<file path="src/rtl/mm4_pkg.sv">
// Shared types for the fixed-point square matrix multiplier.
// Holds the load and result word layouts and the cell control struct.
// No dependencies.
`default_nettype none

package mm4_pkg;

	// One load word: element of A and element of B at the same position
	typedef struct packed {
		logic signed [31:0] a_element;
		logic signed [31:0] b_element;
	} load_word_t;

	// One result word: element of C, row-major, with end-of-matrix mark
	typedef struct packed {
		logic signed [31:0] product_element;
		logic               last_of_run;
	} result_word_t;

	// Control that travels down the cell chain beside each element index
	typedef struct packed {
		logic valid;
		logic last;
	} cell_ctl_t;

endpackage

`default_nettype wire

</file>
<file path="src/rtl/mm4_cell.sv">
// One multiply-accumulate cell of the matrix product chain.
// Cell k stores column k of A and row k of B; depends on mm4_pkg.
`default_nettype none

module mm4_cell #(
	parameter int ORDER    = 4,
	parameter int CELL_IDX = 0,
	parameter int SUM_W    = 66
) (
	input  logic                       clk,
	input  logic                       arst_n,
	input  logic                       en,
	// element index entering this cell
	input  mm4_pkg::cell_ctl_t         ctl_in,
	input  logic [$clog2(ORDER)-1:0]   row_in,
	input  logic [$clog2(ORDER)-1:0]   col_in,
	input  logic signed [SUM_W-1:0]    sum_in,
	// store write port
	input  logic                       wr_en,
	input  logic [$clog2(ORDER)-1:0]   wr_row,
	input  logic [$clog2(ORDER)-1:0]   wr_col,
	input  logic signed [31:0]         wr_a,
	input  logic signed [31:0]         wr_b,
	// handed to the next cell
	output mm4_pkg::cell_ctl_t         ctl_s1,
	output logic [$clog2(ORDER)-1:0]   row_s1,
	output logic [$clog2(ORDER)-1:0]   col_s1,
	output mm4_pkg::cell_ctl_t         ctl_s2,
	output logic signed [SUM_W-1:0]    sum_s2
);
	import mm4_pkg::*;

	localparam int RW = $clog2(ORDER);

	logic signed [31:0] a_col_q [ORDER];
	logic signed [31:0] b_row_q [ORDER];
	logic signed [63:0] prod_s1;

	// A[r][k] lands at index r, B[k][c] at index c
	always_ff @(posedge clk) begin
		if (wr_en && (wr_col == RW'(CELL_IDX))) begin
			a_col_q[wr_row] <= wr_a;
		end
		if (wr_en && (wr_row == RW'(CELL_IDX))) begin
			b_row_q[wr_col] <= wr_b;
		end
	end

	// stage 1: product A[i][k] * B[k][j]
	always_ff @(posedge clk) begin
		if (en) begin
			prod_s1 <= a_col_q[row_in] * b_row_q[col_in];
			row_s1  <= row_in;
			col_s1  <= col_in;
		end
	end

	// stage 2: add to the partial sum from the previous cell
	always_ff @(posedge clk) begin
		if (en) begin
			sum_s2 <= sum_in + SUM_W'(prod_s1);
		end
	end

	always_ff @(posedge clk or negedge arst_n) begin
		if (!arst_n) begin
			ctl_s1 <= '0;
			ctl_s2 <= '0;
		end else if (en) begin
			ctl_s1 <= ctl_in;
			ctl_s2 <= ctl_s1;
		end
	end

endmodule

`default_nettype wire

</file>
<file path="config.mk">
export PLATFORM = sky130hd
export DESIGN_NAME = mm4_cell
export DESIGN_NICKNAME = d
export VERILOG_FILES = /design/src/rtl/mm4_pkg.sv /design/src/rtl/mm4_cell.sv
export SDC_FILE = /design/constraint.sdc
export NUM_CORES = 2
export LEC_CHECK = 0
export ABC_AREA = 1
export ABC_CLOCK_PERIOD_IN_PS = 7100
export BUFFER_PORTS_ARGS = -buffer_cell sky130_fd_sc_hd__buf_2
export CORE_ASPECT_RATIO = 0.75
export CORE_MARGIN = 8
export CORE_UTILIZATION = 59
export CTS_CLUSTER_DIAMETER = 120
export DETAILED_ROUTE_END_ITERATION = 12
export GPL_TIMING_DRIVEN = 0
export HOLD_SLACK_MARGIN = 0.05
export PLACE_DENSITY = 0.89
export SLEW_MARGIN = 25
export SYNTH_ARGS = -nofsm -noshare
export SYNTH_HDL_FRONTEND = slang
export SYNTH_SLANG_ARGS = --single-unit
</file>
<file path="constraint.sdc">
create_clock -name clk -period 7.1 [get_ports clk]
set_input_delay 1.065 -clock clk [delete_from_list [all_inputs] [get_ports clk]]
set_output_delay 1.065 -clock clk [all_outputs]
set_load 0.03 [all_outputs]
</file>
==> results of run 1 <==
cells in the mapped netlist, types with 2 or more instances:
library cell	number	share of area
buf_6	18	0.0036
inv_2	49	0.0033
a21oi_1	226	0.020
fa_1	1083	0.38
nand4_1	38	0.0042
a32oi_4	15	0.0073
dfrtp_1	4	0.0018
xnor2_1	9	0.0014
nor2_1	787	0.052
o21ai_0	72	0.0064
nor3_1	29	0.0026
o21bai_1	32	0.0042
nor4_1	8	0.00088
a32oi_1	15	0.0023
buf_2	135	0.012
nand2_1	1545	0.10
edfxtp_1	390	0.21
o21a_1	2	0.00027
xor2_1	62	0.0096
nand3_1	131	0.012
inv_1	1410	0.094
clkbuf_1	7	0.00046
a21boi_0	2	0.00027
ha_1	249	0.055
a32o_1	2	0.00035
a32oi_2	32	0.0092
a21o_1	7	0.00093
buf_4	25	0.0033
kinds of logic after synthesis:
group / count (synthesis)
AND/OR/NAND/NOR: 2542
buffers and inverters: 1645
adder cells (fa/ha/maj): 1332
AO/OA/AOI/OAI: 408
flip-flops: 394
XOR/XNOR: 71
through the flow:
step	utilization	worst slack (ps)	TNS [ps]	hold WS, ps	cells
floorplan	-	-1190	-27370	513	6392
global placement	0.631	-3450	-145280	509	7859
detailed placement	0.635	-3630	-146420	513	7893
CTS	0.738	-979	-29080	195	8303
what timing repair did:
action,4_1_cts
gates cloned,10
buffers inserted,328
resized for setup,1359
endpoints found under the setup margin,55
pin swaps,333
hold buffers,0
layer usage:
layer | global-route usage | overflow
met4 | 0.477 | 5
met2 | 0.758 | 6
met1 | 0.738 | 2
met5 | 0.354 | 3
met3 | 0.567 | 1
==> impl_metrics.py, run 1 <==
metrics = {
    "status": {
        "outcome": "stopped before the end",
        "flow.stopped_at": "global routing",
        "stop_error": "[ERROR GRT-0232] Routing congestion too high. Check the congestion heatmap in the GUI.",
    },
    "floorplan": {
        "start_util": 0.595,
        "rows": 98,
        "num_io_pins": 218,
        "die-width_um": 374,
        "fp.dieH_um": 284,
    },
    "global_route": {
        "grtUsageTotal": 0.659,
        "grt_max_degree": 84,
        "overflow": 17,
    },
    "synth": {
        "synth-compound-area-share": 0.0516,
        "synthAdderAreaFrac": 0.438,
        "syn-instance-count": 6392,
        "synthDistinctLibCells": 36,
        "syn-num-nets": 7868,
        "ys_ff_latch": 394,
        "synth_mux_area_frac": 0,
        "synth-simple-area-share": 0.174,
        "syn_area_um2": 56600,
        "synth_edf_count": 390,
        "syn_area_per_cell_um2": 8.85,
        "synth-main-ff-cell": "edfxtp_1",
        "async_reset_ff_frac": 0.0102,
        "yosys_warnings": 0,
        "synth_xor_area_frac": 0.0110,
        "synth_top_family_by_area": "adder cells",
        "seq_area_frac_synth": 0.209,
    },
    "clocking": {
        "cts.sinks": 394,
        "h-tree-depth": 2,
        "clock-root-buffer": "clkbuf_16",
        "cts_buffer_depth": 3,
        "cts_made_buffers": 41,
    },
    "sta": {
        "endpoint_type": "sequential cell input",
        "grt_worst_setup_endpoint": "prod_s1[58]$_DFFE_PP_/D",
    },
    "placement": {
        "place_area_um2": 60400,
        "hpwl_mm": 204,
        "portBuffers": 217,
        "gp_congestion": 1.13,
    },
}
==> run 2: changes to the inputs <==
==> config.mk (replaced) <==
export PLATFORM = sky130hd
export DESIGN_NAME = mm4_cell
export DESIGN_NICKNAME = d
export VERILOG_FILES = /design/src/rtl/mm4_pkg.sv /design/src/rtl/mm4_cell.sv
export SDC_FILE = /design/constraint.sdc
export NUM_CORES = 2
export LEC_CHECK = 0
export ABC_AREA = 1
export ABC_CLOCK_PERIOD_IN_PS = 9230
export BUFFER_PORTS_ARGS = -buffer_cell sky130_fd_sc_hd__buf_2
export CORE_MARGIN = 8
export CORE_UTILIZATION = 40
export DETAILED_ROUTE_END_ITERATION = 12
export GPL_TIMING_DRIVEN = 0
export PLACE_DENSITY_LB_ADDON = 0.15
export SLEW_MARGIN = 25
export SYNTH_ARGS = -nofsm -noshare
export SYNTH_HDL_FRONTEND = slang
export SYNTH_SLANG_ARGS = --single-unit
==> constraint.sdc (replaced) <==
create_clock -name clk -period 9.23 [get_ports clk]
set_input_delay 1.3845 -clock clk [delete_from_list [all_inputs] [get_ports clk]]
set_output_delay 1.3845 -clock clk [all_outputs]
set_load 0.03 [all_outputs]
==> impl_metrics.py, run 2 <==
metrics = {
    "status": {
        "outcome": "finished clean",
    },
    "detailed_routing": {
        "avgViaCountPerCell": 5.19,
        "firstDrtPassIters": 6,
        "ant_nets": 0,
        "drtIter0Drc": 3530,
        "vias": 45300,
        "wire_per_inst_um": 25.3,
        "wl_mm": 220,
        "drc": 0,
    },
    "sta": {
        "tightestPinTransition_ps": 795,
        "final-setup-viol-count": 0,
        "clock.fmax_mhz": 110,
        "setup_ws_ps": 158,
        "finalHoldViolations": 0,
        "tns_ps": 0,
        "min_period_ps": 9070,
        "finalMaxSlewViolations": 0,
        "relSlewSlack": 0.470,
        "min_period_over_period": 0.983,
        "rsz0062_at_grt": "yes",
        "skew_ps": 31.5,
    },
    "floorplan": {
        "dieArea_um2": 154000,
        "die-width_um": 392,
        "core_region_area_um2": 141000,
        "num_io_pins": 218,
        "fp.dieH_um": 392,
        "start_util": 0.401,
        "rows": 138,
    },
    "clocking": {
        "clock-root-buffer": "clkbuf_16",
        "clkTransAtPathRegs_ps": 60,
        "ctsHoldBuffers": 0,
        "cts_tree": "built",
        "h-tree-depth": 2,
        "cts.sinks": 394,
        "clock_latency_ps": 650,
        "cts_made_buffers": 45,
        "cts_buffer_depth": 3,
    },
    "synth": {
        "synth_mux_area_frac": 0,
        "synth-main-ff-cell": "edfxtp_1",
        "syn_area_um2": 56600,
        "synth-compound-area-share": 0.0516,
        "synth_top_area_frac": 0.383,
        "async_reset_ff_frac": 0.0102,
        "synthDistinctLibCells": 36,
        "yosysMostFrequentCell": "nand2_1",
        "synth_xor_area_frac": 0.0110,
        "ys_ff_latch": 394,
        "synth_top_family_by_area": "adder cells",
        "synth.area.top_cells": "fa_1, edfxtp_1, nand2_1",
        "synthAdderAreaFrac": 0.438,
        "syn_area_per_cell_um2": 8.85,
        "yosys_warnings": 0,
        "syn-instance-count": 6392,
        "seq_area_frac_synth": 0.209,
        "yosys-top-cells-count": "nand2_1, inv_1, fa_1",
        "synth-simple-area-share": 0.174,
        "syn-num-nets": 7868,
        "synth_edf_count": 390,
        "synth_top_area_cell": "fa_1",
    },
    "layout": {
        "reg_top3": "a_col_q: 128 flops, b_row_q: 128 flops, sum_s2: 66 flops",
        "seq_area_um2": 11800,
        "fill_cells": 14200,
        "final_common_cell": "nand2_1",
        "nets": 8264,
        "syn_to_final_growth_pct": 12.6,
        "drive_gt1_frac": 0.110,
        "multi_input_area_um2": 38800,
        "layout_common_cells": "nand2_1, inv_1, fa_1, nor2_1, edfxtp_1",
    },
    "critical_path": {
        "r2r_setup_slack_ps": 980,
        "critPathLaunch": "col_in[0]",
        "reg2regPathDepth": 28,
        "r2r-start": "b_row_q[3][11]$_DFFE_PP_",
        "cp_data_required_time_ps": 9610,
        "crit_fanout": 10,
        "cp.arrival_ps": 9450,
        "endpoint_kind": "register",
        "crit_slowest_cell": "fa_1",
        "path_common_cell": "fa_1",
        "max_stage_delay_ps": 610,
        "crit_path_start_kind": "primary input",
        "r2r_end": "prod_s1[59]$_DFFE_PP_",
        "crit_type": "primary input to register",
    },
    "global_route": {
        "antenna_found_initial": 12,
        "grtUsageTotal": 0.288,
        "overflow": 0,
        "grt_pass1_vias": 48100,
        "grt_max_degree": 75,
        "grt_pass1_wl_mm": 322,
    },
    "placement": {
        "hpwl_mm": 188,
        "portBuffers": 217,
        "gp_congestion": 0.973,
        "dpl_worst_slack_ps": -2260,
    },
    "flow_run": {
        "maxCapViolations": 0,
    },
    "worst_hold_path": {
        "hp-start": "ctl_s2[0]$_DFFE_PN0P_",
        "hold_depth": 2,
        "min_path_type": "register to register",
        "hold_end": "ctl_s2[0]$_DFFE_PN0P_",
    },
}
-- run 2: cell counts after synthesis --
No cell type changed its count.
-- run 2: critical path, delay by kind of cell --
kind,cells,cell delay [ps]
and+or+nand+nor,10,1620
adders and majority gates,9,4530
buffers and inverters,10,1590
AOI/OAI and AO/OA,2,310
-- run 2: how the worst max path moves through the flow --
stage / end / slack, ps / cells past startpoint
6_report: prod_s1[59]$_DFFE_PP_ / 160 / 31
5_1_grt: prod_s1[57]$_DFFE_PP_ / -10 / 34
4_1_cts: prod_s1[57]$_DFFE_PP_ / -40 / 27
3_5_place_dp: prod_s1[57]$_DFFE_PP_ / -2260 / 29
3_3_place_gp: prod_s1[57]$_DFFE_PP_ / -2920 / 30
2_1_floorplan: prod_s1[49]$_DFFE_PP_ / 460 / 30
-- run 2: final cells by class --
type,count,share of cell area
buffer,186,0.0195
clock inverter,24,0.00444
inverter,1459,0.0864
tap,1890,0.0371
timing repair buffer,349,0.0394
antenna,2,0.0000786
clock buffer,59,0.0187
multi-input combinational,4353,0.609
sequential,394,0.185
-- run 2: logic make-up (layout without fill, tap and decap cells) --
family	after synthesis	in the layout
and+or+nand+nor	2542	2542
buffers and inverters	1645	2077
adders and majority gates	1332	1332
AOI/OAI and AO/OA	408	408
DFF	394	394
xor gates and xnor gates	71	71
other	0	2
-- run 2: stage by stage --
step,util,hold slack [ps],instances,cell area [um^2]
final,0.452,524,8716,63700
after global routing,0.452,527,8714,63700
after CTS,0.446,505,8674,62900
after detailed placement,0.429,515,8541,60500
after global placement,0.426,507,8499,60000
after floorplan,-,513,6392,56600
-- run 2: timing repair --
item	CTS	global route
hold endpoints to repair	0	0
pin swaps	23	22
gates resized for setup	63	103
buffers inserted	50	40
setup endpoints to repair	45	41
-- run 2: metal layers --
layer / vias to the layer above / part of all wire / GRT usage
li1: 19900 / - / -
met1: 23100 / 0.41 / 0.381
met2: 1740 / 0.45 / 0.461
met3: 438 / 0.076 / 0.0546
met4: 10 / 0.059 / 0.133
met5: - / 0.00031 / 0
Power of run 2 is left out: the tool's default activity adds up to more than one toggle a clock period on the data nets, which glitch-free logic cannot reach.
