`config.mk`:
```
export PLATFORM = sky130hd
export DESIGN_NAME = mm4_sat
export DESIGN_NICKNAME = d
export VERILOG_FILES = /design/src/rtl/mm4_sat.sv
export SDC_FILE = /design/constraint.sdc
export NUM_CORES = 1
export LEC_CHECK = 0
export ABC_AREA = 1
export BUFFER_PORTS_ARGS = -buffer_cell sky130_fd_sc_hd__buf_2
export CAP_MARGIN = 20
export CORE_ASPECT_RATIO = 0.5
export CORE_UTILIZATION = 53
export DETAILED_ROUTE_END_ITERATION = 6
export PLACE_DENSITY = 0.92
export SETUP_SLACK_MARGIN = 0.4
export SYNTH_ARGS = -nofsm -noshare
export SYNTH_HDL_FRONTEND = slang
export SYNTH_SLANG_ARGS = --single-unit
```
`constraint.sdc`:
```
create_clock -name vclk -period 3.1
set_clock_uncertainty 0.15 [all_clocks]
set_input_delay 0.31 -clock vclk [all_inputs]
set_output_delay 0.31 -clock vclk [all_outputs]
set_load 0.005 [all_outputs]
```
`src/rtl/mm4_sat.sv`:
```
// Rounds a full-width dot product back to FRAC_BITS fraction bits and
// saturates it to 32 bits. Combinational; no dependencies.
`default_nettype none

module mm4_sat #(
	parameter int SUM_W     = 66,
	parameter int FRAC_BITS = 16
) (
	input  logic signed [SUM_W-1:0] sum,
	output logic signed [31:0]      result
);

	localparam logic signed [SUM_W-1:0] HALF    = (SUM_W'(1) << FRAC_BITS) >> 1;
	localparam logic signed [SUM_W-1:0] MAX_VAL = SUM_W'(64'sh7FFF_FFFF);
	localparam logic signed [SUM_W-1:0] MIN_VAL = -SUM_W'(64'sh8000_0000);

	logic signed [SUM_W-1:0] rounded;
	logic signed [SUM_W-1:0] scaled;

	// round half up, then arithmetic shift
	always_comb begin
		rounded = sum + HALF;
		scaled  = rounded >>> FRAC_BITS;
		priority if (scaled > MAX_VAL) begin
			result = 32'sh7FFF_FFFF;
		end else if (scaled < MIN_VAL) begin
			result = 32'sh8000_0000;
		end else begin
			result = scaled[31:0];
		end
	end

endmodule

`default_nettype wire

```
* Word level (Yosys, flattened, before mapping) *
Index checks and enable logic that the tools add are counted.
Widths: inputs -> output; s select.

word-level totals
  input bits = 66
  logic and storage cells = 5
  output and inout bits = 32
  register bits = 0

operators by class
  muxes and demuxes = 2
  magnitude comparators = 2
  $add $sub $neg = 1

operators by type and width
  operator                count
  $add 66x17->66 const B  1
  $mux 32                 2
  $gt 50x32->1 const B    1
  $lt 50x32->1 const B    1

* Depth between registers and ports, before layout *
Gate-level depths: netlist of the first run.

  word-level depth = 4
  mapped depth = 17
  depth with buffers taken out = 16

* Worst setup path before layout of the first run *
No wires, ideal clock.

  path kind = input port to output port
  start point = input sum[15]
  end point = output result[4]
  arrival = 1813 ps
  setup slack = 827 ps
  stages on the path = 16
  required time = 2640 ps
  cells stage by stage = ha_1 > nand2_2 > nor2_8 > nand2_2 > nor2_4 > nand3b_1 > nand2_1 > nand2_1 > nor2_1 > nand2_1 > nor2_1 > nand2_1 > nand2_2 > buf_6 > nand2_1 > nand2_1

on the way
  word-level cells in the longest chain between the ends = 4

ends and longest elaborated chain
  item              line  text
  from (decl)       9     input logic signed [SUM_W-1:0] sum,
  $add 66x17->66 *  22    rounded = sum + HALF;
  $lt 50x32->1      26    end else if (scaled < MIN_VAL) begin
  $mux 32           26
  $mux 32 *         24    priority if (scaled > MAX_VAL) begin
  to (decl)         10    output logic signed [31:0] result

Every way passes the cells marked *; elsewhere a longest branch is shown, timed or not.

* Worst setup path after layout of the first run *
  start point = input sum[25]
  end point = output result[12]

Same word-level chain as after synthesis.

==> flow_summary.yaml, run 1 <==
pwr:
  power.internal_mw: 0.119
  irDropWorstVdd_mv: 0.0506
  clock_power_share_pct: 0
  sequentialPowerShare_pct: 0
  leakage_nw: 1.44
  power.density_mw_per_mm2: 110
  switching_power_mw: 0.204
  swShare_pct: 63.1
  p_comb_share_pct: 100.0
  power_mw: 0.324
die:
  fp.dieW_um: 88.3
  dieHeight_um: 45.1
  dieArea_sq_mm: 0.00398
  initial_utilization_pct: 56.5
  core_sq_mm: 0.00349
  row_count: 15
  ios: 98
global_routing:
  grt_max_degree: 32
  antenna_found_initial: 1
  grt_pass1_wl_mm: 10.5
  overflow: 0
  grt.total_usage_pct: 34.3
  grt_pass1_vias: 2333
timing:
  max_freq_mhz: 290
  hold_viol: 0
  setup_tns_ns: -2.64
  setup_viol: 31
  slew_headroom_pct: 73.3
  maxSlewViolCount: 0
  setup_slack_ns: -0.354
  whs_ns: 0.886
  fin_crit_sh_pct: 111
  period_minus_slack_ns: 3.45
  tightestPinTransition_ns: 0.400
  rsz0062_at_grt: "true"
setup_path:
  cp-start-kind: "input port"
  cp_num_buf_inv: 3
  critPathTopFamily: "simple AND/OR/NAND/NOR gates"
  crit_cells: 17
  end_kind: "primary output"
  path_max_fanout: 8
  arrival_ns: 2.99
  worstPathCellList: "buf_2, nand2_1, nor2_1, nand2_1, nor2_1, nand4_1, nand2_1, nand2_1, nor2_1, nand2_1, nor2_1, nand2_1, nand2_4, clkbuf_16, nand2_2, nand2_1, buf_2"
  required_ns: 2.64
  crit_type: "input port to primary output"
  max_stage_delay_ns: 0.28
  slowest_stage: "nor2_1"
  worst_path_most_repeated_cell: "nand2_1"
routing:
  dr_total_vias: 3707
  drc: 667
  vias_per_cell: 6.49
  wl_per_cell_um: 22.1
  routed_wirelength_mm: 12.6
  firstDrtPassIters: 7
  drtAntennaViolNets: 0
  drt_iter0_markers: 1284
worst_hold_path:
  hp-class: "input port to primary output"
  whs_path_depth: 5
synth:
  synth_cells: 418
  syn-cell-area_sq_mm: 0.00197
  ys_types: 21
  synth_fp_nets: 485
  avgSynthCellArea_sq_um: 4.72
  ys_seq_area_share_pct: 0
  synth_warnings: 0
finish:
  finalInstanceArea_sq_mm: 0.00295
  num-nets-final: 587
  drive_gt1_share_pct: 35.1
  regArea_sq_um: 0
  fillers: 190
  seq_cells: 0
  area_growth_pct: 49.6
  num-clock-buffers: 0
placement:
  gp_congestion: 1.02
  post_dp_cell_area_sq_mm: 0.00246
  dp_slack_ns: 0.349
  portBuffers: 83
  dp_hpwl_mm: 5.45
outcome:
  status: "finished, violations left"
  violations: "design-rule violations, negative setup slack"
clock_network:
  cts_hold_buf: 0
flow_run:
  drv_cap: 0
==> cell type report <==
cell class                      instances  area (sq um)  area share [%]
Timing Repair Buffer                  106           711            24.1
Antenna cell                            2          5.00           0.170
Inverter                               33           124            4.20
Tap cell                               51          63.8            2.16
Multi-Input combinational cell        379          2050            69.4
==> kinds of logic (layout without fill, tap and decap cells) <==
kind of cell,after synthesis,in the layout,synth area share [%]
compound gates,2,2,0.634
xor+xnor,32,32,14.2
fa+ha+maj,1,1,0.634
buf+inv,39,139,9.14
other cells,0,2,0
simple gates,344,344,75.4
==> metal layers <==
metal / vias up / wire length, um / track usage (%)
li1: 1502 / - / -
met1: 1512 / 4100 / 48.4
met2: 455 / 4400 / 56.6
met3: 234 / 2460 / 3.66
met4: 4 / 1540 / 8.06
met5: - / 94 / 0
==> final timing paths <==
check	start	end	slack [ns]
max	sum[25]	result[12]	-0.35
min	sum[16]	result[0]	0.89
==> cell usage after synthesis, drive strengths merged <==
master | number | area [sq um]
xor2 | 16 | 140
o21ai | 1 | 5.00
nand4 | 17 | 106
nor3 | 5 | 25.0
o21bai | 1 | 7.51
inv | 33 | 124
xnor2 | 16 | 140
buf | 6 | 56.3
nand3 | 17 | 90.1
nor2 | 94 | 427
nand3b | 5 | 50.1
nand2 | 206 | 788
ha | 1 | 12.5
==> power by group through the flow <==
stage,clock network [mW],registers [mW],logic (mW)
finish,0.0000000581,0,0.324
global route,0.0000000627,0,0.345
CTS,0,0,0.225
detailed placement,0,0,0.216
global placement,0,0,0.212
floorplan,0,0,0.120
==> cells in the final DEF, fill, tap and decap left out, types with 2 or more instances in the layout <==
cell type    n
nand3_1     15
nand2_1    167
inv_1       30
nand2_2     30
nor2_1      65
nor2_4      15
nand3b_1     4
buf_12       2
nand2_4      9
nor3_1       5
buf_6        6
buf_4       16
inv_2        3
buf_2       78
nand4_1     17
nand3_4      2
xnor2_1     16
diode_2      2
xor2_1      15
clkbuf_16    2
nor2_2      13
==> timing repair <==
action / 4_1_cts / 5_1_grt
buffers inserted: 6 / 8
resized for setup: 4 / 80
cloned: 1 / 3
pin swaps: 3 / 25
setup endpoints to repair: 31 / 31
==> stage by stage <==
step	instances	util (%)
after floorplan	418	-
after global placement	551	70.4
after detailed placement	551	70.4
after CTS	558	72.9
after global routing	571	84.5
final	571	84.5
No activity file was read; power rests on OpenSTA's default activity.
==> run 2, diff against run 1 <==
--- a/config.mk
+++ b/config.mk
@@ -8,8 +8,10 @@
 export ABC_AREA = 1
 export BUFFER_PORTS_ARGS = -buffer_cell sky130_fd_sc_hd__buf_2
 export CAP_MARGIN = 20
+export CELL_PAD_IN_SITES_DETAIL_PLACEMENT = 1
+export CELL_PAD_IN_SITES_GLOBAL_PLACEMENT = 1
 export CORE_ASPECT_RATIO = 0.5
-export CORE_UTILIZATION = 53
+export CORE_UTILIZATION = 32
 export DETAILED_ROUTE_END_ITERATION = 6
 export PLACE_DENSITY = 0.92
 export SETUP_SLACK_MARGIN = 0.4
==> run 2 against run 1 <==
- the flow finishes with violations (negative setup slack)
- worst hold slack worse by 0.013 ns
- critical path depth down 1
- routed wire length up 11%
- core utilization down 27 points
- design area up 10%
- power up 11%
- first-iteration DRC count down 69%
- sequential cell count unchanged
- largest power group unchanged
- highest routed layer is now met4
==> flow_summary.yaml, run 2 (synthesis gave the netlist of run 1 again) <==
routing:
  drt_iter0_markers: 399
  drc: 0
  wl_per_cell_um: 23.4
  dr_total_vias: 3713
  firstDrtPassIters: 6
  routed_wirelength_mm: 14.0
  drtAntennaViolNets: 0
  vias_per_cell: 6.23
die:
  fp.dieW_um: 113
  row_count: 19
  initial_utilization_pct: 34.6
  ios: 98
  core_sq_mm: 0.00571
  dieArea_sq_mm: 0.00650
  dieHeight_um: 57.5
timing:
  max_freq_mhz: 315
  hold_viol: 0
  setup_slack_ns: -0.0730
  setup_tns_ns: -0.295
  setup_viol: 14
  slew_headroom_pct: 72.5
  tightestPinTransition_ns: 0.410
  maxSlewViolCount: 0
  fin_crit_sh_pct: 102
  whs_ns: 0.873
  rsz0062_at_grt: "true"
  period_minus_slack_ns: 3.17
placement:
  gp_congestion: 0.940
  portBuffers: 83
  dp_hpwl_mm: 7.27
  post-place-cells: 573
finish:
  num-nets-final: 592
  mostFrequentLayoutCells: "nand2_1 (141), buf_2 (72), nor2_1 (54)"
  regArea_sq_um: 0
  stdcell_count: 596
  fin_util_pct: 57.1
  num_antenna_cells: 0
  area_growth_pct: 65.2
  final_common_cell: "nand2_1"
  drive_gt1_share_pct: 43.4
  num-clock-buffers: 0
  seq_cells: 0
setup_path:
  worstPathCellList: "buf_2, nand2_1, nor2_2, nand2_1, nor2_1, nand3b_1, xnor2_1, nand3_2, nor2_2, nand2_2, nand2_4, buf_12, buf_16, nand2_2, nand2_1, buf_2"
  max_stage_delay_ns: 0.29
  arrival_ns: 2.71
  end_kind: "primary output"
  slowest_stage: "xnor2_1"
  path_max_fanout: 8
  required_ns: 2.64
  cp-start-kind: "input port"
  crit_type: "input port to primary output"
  worst_path_most_repeated_cell: "nand2_1"
pwr:
  irDropWorstVdd_mv: 0.0454
  power.density_mw_per_mm2: 110
  power_mw: 0.359
  leakage_nw: 1.54
global_routing:
  overflow: 0
  grt_pass1_vias: 3049
  antenna_found_initial: 0
  grt.total_usage_pct: 29.6
  grt_pass1_wl_mm: 15.1
  grt_max_degree: 32
flow_run:
  drv_cap: 0
worst_hold_path:
  hp-class: "input port to primary output"
outcome:
  status: "finished, violations left"
  violations: "negative setup slack"
## run 2: cell types whose count changed in the layout (fill, tap and decap cells not counted), moves of 3 or more
cell | before | now
nand2_1 | 167 | 141
buf_12 | 2 | 5
nor2_2 | 13 | 22
buf_2 | 78 | 72
nand2_4 | 9 | 15
nand2_2 | 30 | 50
nor2_1 | 65 | 54
## run 2: layout make-up
cell class / instances / area [sq um]
tap: 73 / 91.3
fill: 826 / 2450
timing repair buffer: 111 / 856
multi-input combinational: 379 / 2190
inverter: 33 / 124
## run 2: where the power goes
group / leakage [nW] / internal [mW] / switching (mW) / total [mW]
logic: 1.54 / 0.145 / 0.214 / 0.359
registers: 0 / 0 / 0 / 0
clock network: 0 / 0 / 0 / 0
## run 2: routing by layer
layer	vias up	share of wire [%]	GRT usage [%]
met5	-	0	0
met4	0	6.9	3.95
met3	124	12	0.956
met2	367	44	53.6
met1	1715	37	40.4
li1	1507	-	-
## run 2: path summary, 6_finish.rpt
kind / startpoint / end / slack [ns] / cells past startpoint
worst min-delay path: sum[35] / result[19] / 0.87 / 5
worst max-delay path: sum[24] / result[0] / -0.07 / 16
## run 2: critical path, delay by kind of cell
kind / cells / cell delay (ns)
xor+xnor: 1 / 0.29
simple gates: 11 / 1.54
buf+inv: 4 / 0.55
## run 2: stage by stage
| stage | cell area, sq um | worst slack (ns) |
|---|---|---|
| floorplan | 1970 | 0.827 |
| global placement | 2480 | 0.366 |
| detailed placement | 2480 | 0.263 |
| CTS | 2790 | 0.327 |
| global route | 3260 | -0.124 |
| finish | 3260 | -0.0730 |
## run 2: repair_timing
action                     CTS  global route
resized for setup           39           101
buffers inserted             9             8
cloned                       3             3
pin swaps                   19            35
setup endpoints to repair   31            31
hold buffers                 0             0
==> run 3, diff against run 2 <==
--- a/config.mk
+++ b/config.mk
@@ -5,16 +5,16 @@
 export SDC_FILE = /design/constraint.sdc
 export NUM_CORES = 1
 export LEC_CHECK = 0
-export ABC_AREA = 1
 export BUFFER_PORTS_ARGS = -buffer_cell sky130_fd_sc_hd__buf_2
 export CAP_MARGIN = 20
 export CELL_PAD_IN_SITES_DETAIL_PLACEMENT = 1
 export CELL_PAD_IN_SITES_GLOBAL_PLACEMENT = 1
 export CORE_ASPECT_RATIO = 0.5
-export CORE_UTILIZATION = 32
+export CORE_UTILIZATION = 34
 export DETAILED_ROUTE_END_ITERATION = 6
 export PLACE_DENSITY = 0.92
 export SETUP_SLACK_MARGIN = 0.4
 export SYNTH_ARGS = -nofsm -noshare
 export SYNTH_HDL_FRONTEND = slang
 export SYNTH_SLANG_ARGS = --single-unit
+export TNS_END_PERCENT = 30
==> run 3 against run 2 <==
- critical path type unchanged
- power about the same
- combinational power about the same
- area after synthesis decreased by 13%
- count of clock-buffer cells in the layout unchanged
- core utilization increased by 9.8 points
- final cell count decreased by 23%
- sequential share of layout area unchanged
- the flow still finishes with violations (negative setup slack)
- die area decreased by 18%
==> flow_summary.yaml, run 3 <==
setup_path:
  arrival_ns: 3.09
  end_kind: "primary output"
  path_max_fanout: 6
  cp-start-kind: "input port"
  crit_type: "input port to primary output"
  required_ns: 2.64
synth:
  synth_common_cells: "o21ai_2 (30), xnor2_1 (26), nand3_1 (22)"
  synth_warnings: 0
  synth_fp_nets: 306
  avgSynthCellArea_sq_um: 7.16
  synth_cells: 239
  syn-cell-area_sq_mm: 0.00171
  synth_area_leaders: "o21ai_2 (15%), xnor2_1 (13%), xor2_1 (6.7%), nand3_1 (6.4%), buf_6 (4.6%)"
  ys_seq_area_share_pct: 0
  synth_largest_area_cell: "o21ai_2"
  ys_types: 44
  synth_top_area_share_pct: 15.4
  yosysMostFrequentCell: "o21ai_2"
finish:
  num-nets-final: 460
  num_antenna_cells: 0
  num-clock-buffers: 0
  drive_gt1_share_pct: 56.8
  final_common_cell: "buf_4"
  area_growth_pct: 80.4
  regArea_sq_um: 0
  mostFrequentLayoutCells: "buf_4 (72), buf_2 (62), o21ai_2 (30)"
  fin_util_pct: 66.8
  seq_cells: 0
routing:
  drtAntennaViolNets: 0
  vias_per_cell: 6.90
  drc: 0
  firstDrtPassIters: 4
  wl_per_cell_um: 29.4
  dr_total_vias: 3154
  routed_wirelength_mm: 13.4
  drt_iter0_markers: 272
die:
  ios: 98
  fp.dieW_um: 102
  dieArea_sq_mm: 0.00534
  row_count: 17
  initial_utilization_pct: 37.1
  core_sq_mm: 0.00462
  dieHeight_um: 52.2
global_routing:
  grt_pass1_vias: 3035
  grt.total_usage_pct: 42.8
  antenna_found_initial: 1
  overflow: 0
  grt_max_degree: 24
  grt_pass1_wl_mm: 17.1
placement:
  dp_hpwl_mm: 7.02
  portBuffers: 83
  gp_congestion: 0.937
pwr:
  leakage_nw: 1.22
  irDropWorstVdd_mv: 0.0653
  power.density_mw_per_mm2: 117
  power_mw: 0.359
timing:
  setup_viol: 31
  fin_crit_sh_pct: 115
  setup_slack_ns: -0.453
  period_minus_slack_ns: 3.55
  max_freq_mhz: 281
  rsz0062_at_grt: "true"
  maxSlewViolCount: 0
  hold_viol: 0
  tightestPinTransition_ns: 0.740
  whs_ns: 0.849
  slew_headroom_pct: 50.2
flow_run:
  drv_cap: 0
outcome:
  status: "finished, violations left"
  violations: "negative setup slack"
clock_network:
  cts_hold_buf: 0
worst_hold_path:
  hp-class: "input port to primary output"
-- run 3: through the flow --
step,TNS (ns),std cells,worst slack [ns],area (sq um)
after floorplan,0,239,0.180,1750
after global placement,-4.20,442,-0.149,2660
after detailed placement,-8.49,442,-0.322,2660
after CTS,-5.81,449,-0.212,2840
after global routing,-20.74,457,-0.698,3090
final,-12.99,457,-0.453,3090
-- run 3: final timing paths --
path | from | end | cells past startpoint
setup / recovery | sum[45] | result[24] | 11
hold / removal | sum[31] | result[15] | 4
-- run 3: repair_timing --
action | in CTS | in global routing
gates resized for setup | 24 | 32
setup buffers | 7 | 5
cloned | 0 | 3
endpoints found under the setup margin | 32 | 32
pin swaps | 6 | 8
-- run 3: layer usage --
metal / GRT usage, % / vias to the layer above / wire length, um
li1: - / 1229 / -
met1: 48.9 / 1469 / 4860
met2: 76.6 / 336 / 5890
met3: 7.39 / 118 / 1540
met4: 24.5 / 2 / 1140
met5: 0 / - / 12
-- run 3: kinds of logic (layout without fill, tap and decap cells) --
group	Yosys count	after routing	share of synthesized area, %
and+or+nand+nor	126	126	44.1
AOI/OAI and AO/OA	52	52	26.8
xor gates and xnor gates	39	39	20.0
buffers and inverters	19	171	7.24
muxes	2	2	1.17
adders and majority gates	1	1	0.731
-- run 3: area by class of cell --
type                       instances  area, sq um
timing repair buffer             162         1220
fill                             577         1530
inverter                           9         33.8
multi-input combinational        220         1750
tap                               66         82.6
-- run 3: worst max-delay path, cell delays in order --
cell and delay (ns):
buf_2 0.15, nand4_1 0.20, or4_4 0.63, o21ai_1 0.38, and4b_1 0.29, o221ai_2 0.13
o41ai_4 0.39, buf_6 0.21, clkbuf_16 0.17, o21ai_2 0.07, buf_2 0.14
-- run 3: where the power goes --
part,switching (mW),internal (mW)
sequential,0,0
combinational,0.197,0.163
clock,0,0
total,0.197,0.163
